--- src/sv/peer_packet_admission_filter_defines.svh ---
// Assertion macros shared by the peer packet admission filter.
// No dependencies; included by the top level only.
`ifndef PEER_PACKET_ADMISSION_FILTER_DEFINES_SVH
`define PEER_PACKET_ADMISSION_FILTER_DEFINES_SVH

// Condition cons must hold in the same cycle as ante.
`define PPAF_ASSERT_SAME(label, clk, rst, ante, cons, msg) \
   label: assert property (@(posedge clk) disable iff (rst) (ante) |-> (cons)) \
      else $error(msg);

// Condition cons must hold in the cycle after ante.
`define PPAF_ASSERT_NEXT(label, clk, rst, ante, cons, msg) \
   label: assert property (@(posedge clk) disable iff (rst) (ante) |=> (cons)) \
      else $error(msg);

`endif

--- src/sv/ppaf_pkg.sv ---
// Shared types and codes for the peer packet admission filter.
// No dependencies; used by the controller, the datapath and the top level.
package ppaf_pkg;

   localparam logic [1:0] KIND_SINGLE = 2'd0;
   localparam logic [1:0] KIND_START  = 2'd1;
   localparam logic [1:0] KIND_MIDDLE = 2'd2;
   localparam logic [1:0] KIND_END    = 2'd3;

   localparam logic [0:0] CSR_LATEST_ONLY    = 1'b0;
   localparam logic [0:0] CSR_PEER_CONNECTED = 1'b1;

   typedef enum logic [2:0] {
      VERDICT_QUEUED    = 3'd0,
      VERDICT_NOT_CONN  = 3'd1,
      VERDICT_REPLAY    = 3'd2,
      VERDICT_REFUSED   = 3'd3,
      VERDICT_ORPHAN    = 3'd4,
      VERDICT_FULL      = 3'd5,
      VERDICT_POPPED    = 3'd6,
      VERDICT_EMPTY     = 3'd7
   } verdict_type;

   typedef enum logic [2:0] {
      ST_IDLE,
      ST_EVAL,
      ST_FLUSH_ALL,
      ST_FLUSH_RUN,
      ST_ENQUEUE,
      ST_DONE
   } state_type;

   // Occupancy fields on the result channel.
   typedef logic [4:0] count_out_type;

   typedef struct packed {
      logic [31:0] seq;
      logic [1:0]  kind;
      logic [63:0] payload;
   } entry_type;

   typedef struct packed {
      logic        is_pop;
      logic        is_empty;
      logic        is_full;
      logic        connected;
      logic        replay;
      logic        ctrl;
      logic        latest;
      logic [1:0]  kind;
      logic        run_open;
      logic        seq_match;
      logic        has_complete;
      logic        head_match;
   } status_type;

   typedef struct packed {
      logic        latch_req;
      logic        count_rx;
      logic        count_replay;
      logic        count_drop;
      logic        raise_high;
      logic        set_run;
      logic        clear_run;
      logic        pop_head;
      logic        drop_head;
      logic        zero_complete;
      logic        enqueue;
      logic        set_verdict;
      verdict_type verdict;
      logic        load_rsp;
   } cmd_type;

   function automatic logic kind_is_complete(input logic [1:0] kind);
      return (kind == KIND_SINGLE) || (kind == KIND_END);
   endfunction

endpackage

--- src/sv/peer_packet_admission_filter.sv ---
// A request is taken in the idle state and evaluated. If evaluation does not decide it,
// any needed flush of queued entries comes first, and then the enqueue step runs. The
// result then waits in the done state until the result register is free.
// Throughput: one item at a time. The next request can be taken in the cycle after the
// result is loaded.
// Reset (synchronous, active high) empties the queue, clears counters and run tracking.
`include "peer_packet_admission_filter_defines.svh"

module peer_packet_admission_filter #(
   parameter int QUEUE_DEPTH = 16
) (
   input  logic        clock,
   input  logic        reset,
   input  logic        csr_write_enable,
   input  logic [0:0]  csr_index,
   input  logic [0:0]  csr_write_data,
   input  logic        req_valid,
   output logic        req_ready,
   input  logic        req_mode,
   input  logic [1:0]  req_packet_kind,
   input  logic        req_control_flag,
   input  logic [31:0] req_sequence_number,
   input  logic [63:0] req_payload_word,
   output logic        rsp_valid,
   input  logic        rsp_ready,
   output logic [2:0]  rsp_verdict,
   output logic [4:0]  rsp_flushed_count,
   output logic [31:0] rsp_popped_sequence,
   output logic [1:0]  rsp_popped_kind,
   output logic [63:0] rsp_popped_payload,
   output logic [4:0]  rsp_queue_fill,
   output logic [4:0]  rsp_complete_count,
   output logic [31:0] rsp_received_total,
   output logic [31:0] rsp_dropped_total,
   output logic [31:0] rsp_replay_total
);

   ppaf_pkg::cmd_type    cmd;
   ppaf_pkg::status_type status;

   ppaf_ctrl u_ctrl (
      .clock     (clock),
      .reset     (reset),
      .req_valid (req_valid),
      .req_ready (req_ready),
      .rsp_valid (rsp_valid),
      .rsp_ready (rsp_ready),
      .status    (status),
      .cmd       (cmd)
   );

   ppaf_datapath #(
      .QUEUE_DEPTH (QUEUE_DEPTH)
   ) u_datapath (
      .clock               (clock),
      .reset               (reset),
      .csr_write_enable    (csr_write_enable),
      .csr_index           (csr_index),
      .csr_write_data      (csr_write_data),
      .req_mode            (req_mode),
      .req_packet_kind     (req_packet_kind),
      .req_control_flag    (req_control_flag),
      .req_sequence_number (req_sequence_number),
      .req_payload_word    (req_payload_word),
      .cmd                 (cmd),
      .status              (status),
      .rsp_verdict         (rsp_verdict),
      .rsp_flushed_count   (rsp_flushed_count),
      .rsp_popped_sequence (rsp_popped_sequence),
      .rsp_popped_kind     (rsp_popped_kind),
      .rsp_popped_payload  (rsp_popped_payload),
      .rsp_queue_fill      (rsp_queue_fill),
      .rsp_complete_count  (rsp_complete_count),
      .rsp_received_total  (rsp_received_total),
      .rsp_dropped_total   (rsp_dropped_total),
      .rsp_replay_total    (rsp_replay_total)
   );

   `PPAF_ASSERT_SAME(a_no_enqueue_when_full, clock, reset, cmd.enqueue,
                     !status.is_full, "enqueue into a full queue")
   `PPAF_ASSERT_SAME(a_no_drop_when_empty, clock, reset, cmd.pop_head || cmd.drop_head,
                     !status.is_empty, "head removed from an empty queue")
   `PPAF_ASSERT_SAME(a_result_slot_free, clock, reset, cmd.load_rsp,
                     !rsp_valid || rsp_ready, "result overwritten before its transfer")
   `PPAF_ASSERT_NEXT(a_busy_after_accept, clock, reset, req_valid && req_ready,
                     !req_ready && !cmd.load_rsp, "request taken while an item is in progress")

endmodule

--- src/sv/ppaf_ram.sv ---
// Generic single-port-write, single-port-read RAM with registered read data.
// No dependencies; holds the packet queue entries.
module ppaf_ram #(
   parameter int WIDTH = 8,
   parameter int DEPTH = 16,
   localparam int ADDR_W = (DEPTH > 1) ? $clog2(DEPTH) : 1
) (
   input  logic              clock,
   input  logic              wr_en,
   input  logic [ADDR_W-1:0] wr_addr,
   input  logic [WIDTH-1:0]  wr_data,
   input  logic [ADDR_W-1:0] rd_addr,
   output logic [WIDTH-1:0]  rd_data
);

   logic [WIDTH-1:0] mem_ff [DEPTH];
   logic [WIDTH-1:0] rd_data_ff;

   always_ff @(posedge clock) begin
      if (wr_en) begin
         mem_ff[wr_addr] <= wr_data;
      end
      rd_data_ff <= mem_ff[rd_addr];
   end

   assign rd_data = rd_data_ff;

endmodule

--- src/sv/ppaf_datapath.sv ---
// Datapath of the admission filter: request latch, queue pointers, counters,
// configuration registers and result registers. Depends on ppaf_pkg, ppaf_ram.
module ppaf_datapath #(
   parameter int QUEUE_DEPTH = 16
) (
   input  logic                   clock,
   input  logic                   reset,
   input  logic                   csr_write_enable,
   input  logic [0:0]             csr_index,
   input  logic [0:0]             csr_write_data,
   input  logic                   req_mode,
   input  logic [1:0]             req_packet_kind,
   input  logic                   req_control_flag,
   input  logic [31:0]            req_sequence_number,
   input  logic [63:0]            req_payload_word,
   input  ppaf_pkg::cmd_type      cmd,
   output ppaf_pkg::status_type   status,
   output logic [2:0]             rsp_verdict,
   output logic [4:0]             rsp_flushed_count,
   output logic [31:0]            rsp_popped_sequence,
   output logic [1:0]             rsp_popped_kind,
   output logic [63:0]            rsp_popped_payload,
   output logic [4:0]             rsp_queue_fill,
   output logic [4:0]             rsp_complete_count,
   output logic [31:0]            rsp_received_total,
   output logic [31:0]            rsp_dropped_total,
   output logic [31:0]            rsp_replay_total
);

   localparam int PTR_W = (QUEUE_DEPTH > 1) ? $clog2(QUEUE_DEPTH) : 1;
   localparam int CNT_W = $clog2(QUEUE_DEPTH + 1);
   localparam int ENTRY_W = $bits(ppaf_pkg::entry_type);

   // Control state.
   logic [PTR_W-1:0] head_ff, head_in;
   logic [CNT_W-1:0] fill_ff, fill_in;
   logic [CNT_W-1:0] complete_ff, complete_in;
   logic [31:0]      highest_ff, highest_in;
   logic             run_open_ff, run_open_in;
   logic [31:0]      run_seq_ff, run_seq_in;
   logic [31:0]      received_ff, received_in;
   logic [31:0]      dropped_ff, dropped_in;
   logic [31:0]      replay_ff, replay_in;
   logic             latest_ff, latest_in;
   logic             connected_ff, connected_in;

   // Payload registers.
   logic                  req_mode_ff, req_mode_in;
   logic [1:0]            req_kind_ff, req_kind_in;
   logic                  req_ctrl_ff, req_ctrl_in;
   logic [31:0]           req_seq_ff, req_seq_in;
   logic [63:0]           req_payload_ff, req_payload_in;
   logic [CNT_W-1:0]      flushed_ff, flushed_in;
   ppaf_pkg::entry_type   popped_ff, popped_in;
   ppaf_pkg::verdict_type verdict_ff, verdict_in;

   logic [2:0]            rsp_verdict_ff, rsp_verdict_in;
   logic [4:0]            rsp_flushed_ff, rsp_flushed_in;
   ppaf_pkg::entry_type   rsp_popped_ff, rsp_popped_in;
   logic [4:0]            rsp_fill_ff, rsp_fill_in;
   logic [4:0]            rsp_complete_ff, rsp_complete_in;
   logic [31:0]           rsp_received_ff, rsp_received_in;
   logic [31:0]           rsp_dropped_ff, rsp_dropped_in;
   logic [31:0]           rsp_replay_ff, rsp_replay_in;

   logic [PTR_W-1:0]      head_next;
   logic [PTR_W:0]        tail_sum;
   logic [PTR_W-1:0]      tail;
   logic [ENTRY_W-1:0]    rd_data;
   ppaf_pkg::entry_type   head_entry;
   ppaf_pkg::entry_type   wr_entry;

   assign head_next = (head_ff == PTR_W'(QUEUE_DEPTH - 1)) ? '0 : head_ff + 1'b1;
   assign tail_sum  = (PTR_W + 1)'(head_ff) + (PTR_W + 1)'(fill_ff);
   assign tail      = (tail_sum >= (PTR_W + 1)'(QUEUE_DEPTH))
                      ? PTR_W'(tail_sum - (PTR_W + 1)'(QUEUE_DEPTH))
                      : PTR_W'(tail_sum);

   assign wr_entry   = '{seq: req_seq_ff, kind: req_kind_ff, payload: req_payload_ff};
   assign head_entry = ppaf_pkg::entry_type'(rd_data);

   // The read address follows the next head, so the read data always shows
   // the entry at the current head, also as soon as the head pointer moves.
   ppaf_ram #(
      .WIDTH (ENTRY_W),
      .DEPTH (QUEUE_DEPTH)
   ) u_queue_ram (
      .clock   (clock),
      .wr_en   (cmd.enqueue),
      .wr_addr (tail),
      .wr_data (wr_entry),
      .rd_addr (head_in),
      .rd_data (rd_data)
   );

   always_comb begin
      status.is_pop       = req_mode_ff;
      status.is_empty     = (fill_ff == '0);
      status.is_full      = (fill_ff == CNT_W'(QUEUE_DEPTH));
      status.connected    = connected_ff;
      status.replay       = (req_seq_ff != '0) && (req_seq_ff < highest_ff);
      status.ctrl         = req_ctrl_ff;
      status.latest       = latest_ff;
      status.kind         = req_kind_ff;
      status.run_open     = run_open_ff;
      status.seq_match    = (req_seq_ff == run_seq_ff);
      status.has_complete = (complete_ff != '0);
      status.head_match   = (fill_ff != '0) && (head_entry.seq == run_seq_ff);
   end

   always_comb begin
      head_in        = head_ff;
      fill_in        = fill_ff;
      complete_in    = complete_ff;
      highest_in     = highest_ff;
      run_open_in    = run_open_ff;
      run_seq_in     = run_seq_ff;
      received_in    = received_ff;
      dropped_in     = dropped_ff;
      replay_in      = replay_ff;
      latest_in      = latest_ff;
      connected_in   = connected_ff;
      req_mode_in    = req_mode_ff;
      req_kind_in    = req_kind_ff;
      req_ctrl_in    = req_ctrl_ff;
      req_seq_in     = req_seq_ff;
      req_payload_in = req_payload_ff;
      flushed_in     = flushed_ff;
      popped_in      = popped_ff;
      verdict_in     = verdict_ff;

      rsp_verdict_in  = rsp_verdict_ff;
      rsp_flushed_in  = rsp_flushed_ff;
      rsp_popped_in   = rsp_popped_ff;
      rsp_fill_in     = rsp_fill_ff;
      rsp_complete_in = rsp_complete_ff;
      rsp_received_in = rsp_received_ff;
      rsp_dropped_in  = rsp_dropped_ff;
      rsp_replay_in   = rsp_replay_ff;

      if (csr_write_enable) begin
         unique case (csr_index)
            ppaf_pkg::CSR_LATEST_ONLY:    latest_in    = csr_write_data[0];
            ppaf_pkg::CSR_PEER_CONNECTED: connected_in = csr_write_data[0];
            default: ;
         endcase
      end

      if (cmd.latch_req) begin
         req_mode_in    = req_mode;
         req_kind_in    = req_packet_kind;
         req_ctrl_in    = req_control_flag;
         req_seq_in     = req_sequence_number;
         req_payload_in = req_payload_word;
         flushed_in     = '0;
         popped_in      = '0;
      end

      if (cmd.count_rx) begin
         received_in = received_ff + 1'b1;
      end
      if (cmd.count_replay) begin
         replay_in = replay_ff + 1'b1;
      end
      if (cmd.count_drop || cmd.drop_head) begin
         dropped_in = dropped_ff + 1'b1;
      end
      if (cmd.raise_high && (req_seq_ff > highest_ff)) begin
         highest_in = req_seq_ff;
      end
      if (cmd.set_run) begin
         run_open_in = 1'b1;
         run_seq_in  = req_seq_ff;
      end
      if (cmd.clear_run) begin
         run_open_in = 1'b0;
         run_seq_in  = '0;
      end

      if (cmd.pop_head || cmd.drop_head) begin
         head_in = head_next;
         fill_in = fill_ff - 1'b1;
         if (ppaf_pkg::kind_is_complete(head_entry.kind) && (complete_ff != '0)) begin
            complete_in = complete_ff - 1'b1;
         end
      end
      if (cmd.pop_head) begin
         popped_in = head_entry;
      end
      if (cmd.drop_head) begin
         flushed_in = flushed_ff + 1'b1;
      end
      if (cmd.zero_complete) begin
         complete_in = '0;
      end

      if (cmd.enqueue) begin
         fill_in = fill_ff + 1'b1;
         if (ppaf_pkg::kind_is_complete(req_kind_ff)) begin
            complete_in = complete_ff + 1'b1;
         end
      end

      if (cmd.set_verdict) begin
         verdict_in = cmd.verdict;
      end

      if (cmd.load_rsp) begin
         rsp_verdict_in  = verdict_ff;
         rsp_flushed_in  = ppaf_pkg::count_out_type'(flushed_ff);
         rsp_popped_in   = popped_ff;
         rsp_fill_in     = ppaf_pkg::count_out_type'(fill_ff);
         rsp_complete_in = ppaf_pkg::count_out_type'(complete_ff);
         rsp_received_in = received_ff;
         rsp_dropped_in  = dropped_ff;
         rsp_replay_in   = replay_ff;
      end
   end

   always_ff @(posedge clock) begin
      if (reset) begin
         head_ff      <= '0;
         fill_ff      <= '0;
         complete_ff  <= '0;
         highest_ff   <= '0;
         run_open_ff  <= 1'b0;
         run_seq_ff   <= '0;
         received_ff  <= '0;
         dropped_ff   <= '0;
         replay_ff    <= '0;
         latest_ff    <= 1'b0;
         connected_ff <= 1'b1;
      end else begin
         head_ff      <= head_in;
         fill_ff      <= fill_in;
         complete_ff  <= complete_in;
         highest_ff   <= highest_in;
         run_open_ff  <= run_open_in;
         run_seq_ff   <= run_seq_in;
         received_ff  <= received_in;
         dropped_ff   <= dropped_in;
         replay_ff    <= replay_in;
         latest_ff    <= latest_in;
         connected_ff <= connected_in;
      end
   end

   always_ff @(posedge clock) begin
      req_mode_ff     <= req_mode_in;
      req_kind_ff     <= req_kind_in;
      req_ctrl_ff     <= req_ctrl_in;
      req_seq_ff      <= req_seq_in;
      req_payload_ff  <= req_payload_in;
      flushed_ff      <= flushed_in;
      popped_ff       <= popped_in;
      verdict_ff      <= verdict_in;
      rsp_verdict_ff  <= rsp_verdict_in;
      rsp_flushed_ff  <= rsp_flushed_in;
      rsp_popped_ff   <= rsp_popped_in;
      rsp_fill_ff     <= rsp_fill_in;
      rsp_complete_ff <= rsp_complete_in;
      rsp_received_ff <= rsp_received_in;
      rsp_dropped_ff  <= rsp_dropped_in;
      rsp_replay_ff   <= rsp_replay_in;
   end

   assign rsp_verdict         = rsp_verdict_ff;
   assign rsp_flushed_count   = rsp_flushed_ff;
   assign rsp_popped_sequence = rsp_popped_ff.seq;
   assign rsp_popped_kind     = rsp_popped_ff.kind;
   assign rsp_popped_payload  = rsp_popped_ff.payload;
   assign rsp_queue_fill      = rsp_fill_ff;
   assign rsp_complete_count  = rsp_complete_ff;
   assign rsp_received_total  = rsp_received_ff;
   assign rsp_dropped_total   = rsp_dropped_ff;
   assign rsp_replay_total    = rsp_replay_ff;

endmodule

--- src/sv/ppaf_ctrl.sv ---
// Controller state machine of the admission filter: sequences evaluation,
// queue flushes, enqueue and result delivery. Depends on ppaf_pkg.
module ppaf_ctrl (
   input  logic                 clock,
   input  logic                 reset,
   input  logic                 req_valid,
   output logic                 req_ready,
   output logic                 rsp_valid,
   input  logic                 rsp_ready,
   input  ppaf_pkg::status_type status,
   output ppaf_pkg::cmd_type    cmd
);

   ppaf_pkg::state_type state_ff, state_in;
   logic                rsp_valid_ff, rsp_valid_in;

   always_ff @(posedge clock) begin
      if (reset) begin
         state_ff     <= ppaf_pkg::ST_IDLE;
         rsp_valid_ff <= 1'b0;
      end else begin
         state_ff     <= state_in;
         rsp_valid_ff <= rsp_valid_in;
      end
   end

   always_comb begin
      state_in  = state_ff;
      cmd       = '0;
      cmd.verdict = ppaf_pkg::VERDICT_QUEUED;
      req_ready = 1'b0;

      unique case (state_ff)
         ppaf_pkg::ST_IDLE: begin
            req_ready = 1'b1;
            if (req_valid) begin
               cmd.latch_req = 1'b1;
               state_in      = ppaf_pkg::ST_EVAL;
            end
         end

         ppaf_pkg::ST_EVAL: begin
            if (status.is_pop) begin
               cmd.set_verdict = 1'b1;
               if (status.is_empty) begin
                  cmd.verdict = ppaf_pkg::VERDICT_EMPTY;
               end else begin
                  cmd.pop_head = 1'b1;
                  cmd.verdict  = ppaf_pkg::VERDICT_POPPED;
               end
               state_in = ppaf_pkg::ST_DONE;
            end else begin
               cmd.count_rx = 1'b1;
               if (!status.connected) begin
                  cmd.set_verdict = 1'b1;
                  cmd.verdict     = ppaf_pkg::VERDICT_NOT_CONN;
                  state_in        = ppaf_pkg::ST_DONE;
               end else if (status.replay) begin
                  cmd.count_replay = 1'b1;
                  cmd.set_verdict  = 1'b1;
                  cmd.verdict      = ppaf_pkg::VERDICT_REPLAY;
                  state_in         = ppaf_pkg::ST_DONE;
               end else begin
                  cmd.raise_high = 1'b1;
                  state_in       = ppaf_pkg::ST_ENQUEUE;
                  if (!status.ctrl) begin
                     if (status.latest) begin
                        if (status.kind != ppaf_pkg::KIND_SINGLE) begin
                           cmd.count_drop  = 1'b1;
                           cmd.clear_run   = 1'b1;
                           cmd.set_verdict = 1'b1;
                           cmd.verdict     = ppaf_pkg::VERDICT_REFUSED;
                           state_in        = ppaf_pkg::ST_DONE;
                        end else if (status.has_complete) begin
                           state_in = ppaf_pkg::ST_FLUSH_ALL;
                        end
                     end else if (status.kind == ppaf_pkg::KIND_START) begin
                        if (status.run_open) begin
                           state_in = ppaf_pkg::ST_FLUSH_RUN;
                        end
                     end else if (status.kind != ppaf_pkg::KIND_SINGLE) begin
                        if (!status.run_open || !status.seq_match) begin
                           cmd.count_drop  = 1'b1;
                           cmd.set_verdict = 1'b1;
                           cmd.verdict     = ppaf_pkg::VERDICT_ORPHAN;
                           state_in        = ppaf_pkg::ST_DONE;
                        end
                     end
                  end
               end
            end
         end

         // Discards every queued entry, one per cycle.
         ppaf_pkg::ST_FLUSH_ALL: begin
            if (!status.is_empty) begin
               cmd.drop_head = 1'b1;
            end else begin
               cmd.zero_complete = 1'b1;
               state_in          = ppaf_pkg::ST_ENQUEUE;
            end
         end

         // Discards head entries that belong to the abandoned fragment run.
         ppaf_pkg::ST_FLUSH_RUN: begin
            if (status.head_match) begin
               cmd.drop_head = 1'b1;
            end else begin
               state_in = ppaf_pkg::ST_ENQUEUE;
            end
         end

         ppaf_pkg::ST_ENQUEUE: begin
            if (!status.ctrl && !status.latest) begin
               cmd.set_run   = (status.kind == ppaf_pkg::KIND_START);
               cmd.clear_run = (status.kind == ppaf_pkg::KIND_END);
            end
            cmd.set_verdict = 1'b1;
            if (status.is_full) begin
               cmd.count_drop = 1'b1;
               cmd.verdict    = ppaf_pkg::VERDICT_FULL;
            end else begin
               cmd.enqueue = 1'b1;
               cmd.verdict = ppaf_pkg::VERDICT_QUEUED;
            end
            state_in = ppaf_pkg::ST_DONE;
         end

         // Waits until the result register is free, then loads it.
         ppaf_pkg::ST_DONE: begin
            if (!rsp_valid_ff || rsp_ready) begin
               cmd.load_rsp = 1'b1;
               state_in     = ppaf_pkg::ST_IDLE;
            end
         end

         default: begin
            state_in = ppaf_pkg::ST_IDLE;
         end
      endcase

      rsp_valid_in = cmd.load_rsp || (rsp_valid_ff && !rsp_ready);
   end

   assign rsp_valid = rsp_valid_ff;

endmodule
--- config.mk ---
export PLATFORM = sky130hd
export DESIGN_NAME = peer_packet_admission_filter
export DESIGN_NICKNAME = d
export VERILOG_FILES = /design/src/sv/ppaf_pkg.sv /design/src/sv/peer_packet_admission_filter.sv /design/src/sv/ppaf_ram.sv /design/src/sv/ppaf_datapath.sv /design/src/sv/ppaf_ctrl.sv
export VERILOG_INCLUDE_DIRS = /design/src /design/src/sv
export SDC_FILE = /design/constraint.sdc
export NUM_CORES = 2
export LEC_CHECK = 0
export ABC_CLOCK_PERIOD_IN_PS = 26300
export BUFFER_PORTS_ARGS = -buffer_cell sky130_fd_sc_hd__buf_2
export CORE_MARGIN = 3
export CORE_UTILIZATION = 38
export DETAILED_ROUTE_END_ITERATION = 10
export PLACE_DENSITY_LB_ADDON = 0.15
export SLEW_MARGIN = 20
export SYNTH_ARGS = -nofsm -noshare
export SYNTH_HDL_FRONTEND = slang
export SYNTH_HIERARCHICAL = 1
export SYNTH_SLANG_ARGS = --single-unit
export TNS_END_PERCENT = 20
--- constraint.sdc ---
create_clock -name clock -period 26.3 [get_ports clock]
set_input_delay 5.26 -clock clock [delete_from_list [all_inputs] [get_ports clock]]
set_output_delay 5.26 -clock clock [all_outputs]
set_load 0.005 [all_outputs]
==> results.sh <==
export IMPL_status="complete, no violations"
export IMPL_num_vias=40399
export IMPL_cts_buffers=233
export IMPL_dieHeight_microns=475
export IMPL_relSlewSlack_pct=28.3
export IMPL_synth_top_cell_area_share_pct=71.3
export IMPL_stdcell_count=7708
export IMPL_powerDensity_nw_per_um2=84.4
export IMPL_drive_gt1_share_pct=25.1
export IMPL_worst_setup_path_start_kind="register"
export IMPL_clk_pin_slew_ns=0.06
export IMPL_worstSetupPathType="register to register"
export IMPL_worstPathMaxFanout=45
export IMPL_synth_avg_cell_area_sq_um=20.0
export IMPL_postLayoutCoreUtil_pct=44.5
export IMPL_min_path_type="register to register"
export IMPL_start_util_pct=38.4
export IMPL_h_tree_depth=4
export IMPL_rsz0062_at_grt="false"
export IMPL_routed_wl_mm=208
export IMPL_tightestPinTransition_ns=1.07
export IMPL_final_setup_tns_ns=0
export IMPL_leakagePower_nw=31.4
export IMPL_grt_pass1_wl_mm=301
export IMPL_num_io_pins=321
export IMPL_hpwl_mm=106
export IMPL_grt_max_degree=135
export IMPL_dp_cells=7259
export IMPL_synth_distinct_cells=69
export IMPL_synth_ff_type="edfxtp_1"
export IMPL_reg2reg_to="u_datapath/u_queue_ram/rd_data[34]"
export IMPL_maxCapViolCount=0
export IMPL_die_x_microns=475
export IMPL_clockBufferDepth=3
export IMPL_antenna_found_initial=15
export IMPL_clkSinkCount=2265
export IMPL_fp_row_count=171
export IMPL_areaGrowthSynthToFinish_pct=15.8
export IMPL_io_buffers=320
export IMPL_synth_edf_count=1986
export IMPL_cts_tree="done"
export IMPL_synth_seq_area_share_pct=77.9
export IMPL_post_route_min_period_ns=7.56
export IMPL_drt_iter0_markers=3224
export IMPL_ff2ff_setup_slack_ns=18.74
export IMPL_root_buffer="clkbuf_16"
export IMPL_finalWorstSetupSlack_ns=18.74
export IMPL_drc=0
export IMPL_core_area_sq_um=218000
export IMPL_hold_path_depth=0
export IMPL_irDropWorstVdd_mv=0.0686
export IMPL_clock_skew_ns=0.0509
export IMPL_syn_nets=4334
export IMPL_insertion_delay_ns=0.87
export IMPL_gp_congestion=0.751
export IMPL_holdBufCountCts=0
export IMPL_cp_end_kind="register"
export IMPL_grt_ovfl_total=0
export IMPL_wl_per_cell_microns=27.0
export IMPL_num_fill_cells=18676
export IMPL_timing_rr_start="u_datapath/run_seq_ff[25]"
export IMPL_holdWs_ns=0.404
export IMPL_dieArea_sq_um=226000
export IMPL_syn_area_sq_um=83700
export IMPL_cts_setup_buffers=0
export IMPL_timing_critical_path_required_ns=27.04
export IMPL_synthTopCellsByArea="edfxtp_1 71%, mux4_2 11%, dfxtp_1 6.7%"
export IMPL_track_usage_pct=18.4
export IMPL_setup_viol=0
export IMPL_final_max_slew_viol_count=0
export IMPL_hold_violations=0
export IMPL_first_pass_iters=7
export IMPL_max_freq_mhz=132
export IMPL_nNetsFinal=4794
export IMPL_synth_top_cell_by_area="edfxtp_1"
export IMPL_hold_start="u_datapath/popped_ff[31]"
export IMPL_timing_final_crit_share_pct=28.7
export IMPL_ant_nets=0
export IMPL_crit_arrival_ns=8.30
export IMPL_dp_slack_ns=17.79
export IMPL_worstRegToRegCells=17
export IMPL_syn_inst=4180
export IMPL_synth_seq_cells=2265
export IMPL_async_flop_share_pct=0
export IMPL_cts_resized=0
export IMPL_vias_per_cell=5.24
export IMPL_yosysWarnings=6
export IMPL_grt_pass1_vias=41494
export IMPL_min_to="u_datapath/rsp_popped_payload[31]"
-- cells in the mapped netlist (all sizes together), types with 7 or more instances --
cell type and count:
a21o 7, nand4 31, nand2 148, ha 45
mux2i 68, dfxtp 279, nor3 19, and2 105
a22oi 198, inv 53, and4 8, o21ai 18
buf 94, xnor2 50, and3 21, xor2 115
or3 10, nor2 175, nor4 32, clkbuf 95
a21oi 40, nand2b 71, mux4 392, nand3 41
nor2b 13, edfxtp 1986
-- kinds of logic after synthesis --
logic type      Yosys count  synth area share (%)
fa+ha+maj                47                 0.721
xor+xnor                165                  1.73
buf+inv                 242                  1.37
mux                     460                  11.4
compound gates          300                  2.57
flops                  2265                  77.9
simple gates            701                  4.32
-- layout by cell type, fill, tap and decap left out, types with 8 or more instances in the layout --
master	instances
a21oi_1	40
xor2_1	115
or3_1	10
ha_1	45
nor2_4	14
o21ai_0	17
nand2b_1	70
inv_1	53
and4_1	8
dfxtp_1	279
clkbuf_8	31
nor2_1	161
bufinv_16	25
edfxtp_1	1986
xnor2_1	50
nor4_1	31
buf_2	319
nand2_1	146
mux2i_1	68
clkbuf_1	51
nand3_1	41
and2_1	103
clkinv_2	41
clkinv_1	30
nor2b_1	10
nor3_1	13
clkinvlp_4	10
and3_1	21
clkbuf_16	236
buf_4	84
nand4_1	31
buf_12	10
a22oi_1	197
mux4_2	392
-- routing by layer --
layer | vias up | GRT usage (%) | part of all wire [%]
met5 | - | 0 | 0.010
met4 | 4 | 4.71 | 2.1
met3 | 273 | 3.23 | 5.3
met2 | 976 | 29.5 | 47
met1 | 21482 | 26.2 | 45
li1 | 17664 | - | -
-- metrics by stage --
stage                     power [mW]  area [sq um]
final                           8.19         96900
after global placement          4.90         88900
after floorplan                 4.69         83700
after global routing            8.51         96900
after detailed placement        4.90         88900
after CTS                       8.30         96900
-- final cells by class --
type / instances / area (sq um) / area share, %
antenna: 6 / 15.0 / 0.0155
clock buffer: 318 / 6520 / 6.73
clock inverter: 125 / 1470 / 1.51
inverter: 53 / 199 / 0.205
multi-input combinational: 1673 / 17500 / 18.1
sequential: 2265 / 65200 / 67.3
tap: 2854 / 3570 / 3.68
timing repair buffer: 414 / 2440 / 2.52
-- flip-flops by register name (all words and copies together), names as in the netlist, 32 cells and up --
| signal | flops |
|---|---|
| u_datapath/highest_ff | 32 |
| u_datapath/dropped_ff | 32 |
| u_datapath/rsp_dropped_total | 32 |
| u_datapath/received_ff | 32 |
| u_datapath/req_seq_ff | 32 |
| u_datapath/u_queue_ram/rd_data | 98 |
| u_datapath/popped_ff | 98 |
| u_datapath/replay_ff | 32 |
| u_datapath/req_payload_ff | 64 |
| u_datapath/rsp_received_total | 32 |
| u_datapath/run_seq_ff | 32 |
| u_datapath/rsp_popped_payload | 64 |
| u_datapath/rsp_replay_total | 32 |
| u_datapath/rsp_popped_sequence | 32 |
| u_datapath/u_queue_ram/mem_ff | 1568 |
-- power by group --
part,switching [mW],total (mW),internal [mW]
combinational,0.349,0.620,0.272
sequential,0.0921,4.19,4.09
clock,1.39,3.38,1.99
-- worst max path at each step --
| stage | start | endpoint | slack (ns) | cells past startpoint |
|---|---|---|---|---|
| 2_1_floorplan | rsp_ready | u_datapath/rsp_complete_count[0] | 10.76 | 2 |
| 3_3_place_gp | rsp_ready | u_datapath/rsp_popped_payload[27] | 17.85 | 6 |
| 3_5_place_dp | rsp_ready | u_datapath/rsp_popped_payload[27] | 17.79 | 6 |
| 4_1_cts | u_datapath/run_seq_ff[25] | u_datapath/u_queue_ram/rd_data[34] | 18.45 | 17 |
| 5_1_grt | u_datapath/run_seq_ff[25] | u_datapath/u_queue_ram/rd_data[34] | 17.94 | 17 |
| 6_report | u_datapath/run_seq_ff[25] | u_datapath/u_queue_ram/rd_data[34] | 18.74 | 17 |
-- critical path, stage by stage (launching register included) --
cell	delay, ns
dfxtp_1	0.34
xor2_1	0.17
nor4_1	0.44
nand4_1	0.33
nor3_1	0.55
a21oi_1	0.17
nor3b_2	0.17
buf_4	0.21
nor2_1	0.10
a311oi_1	0.28
a21o_4	0.75
buf_4	0.65
buf_4	0.70
buf_4	0.76
buf_4	0.72
mux4_2	0.59
a22oi_1	0.24
nand2_1	0.08
Note: power is estimated with default switching activity, not from simulation.
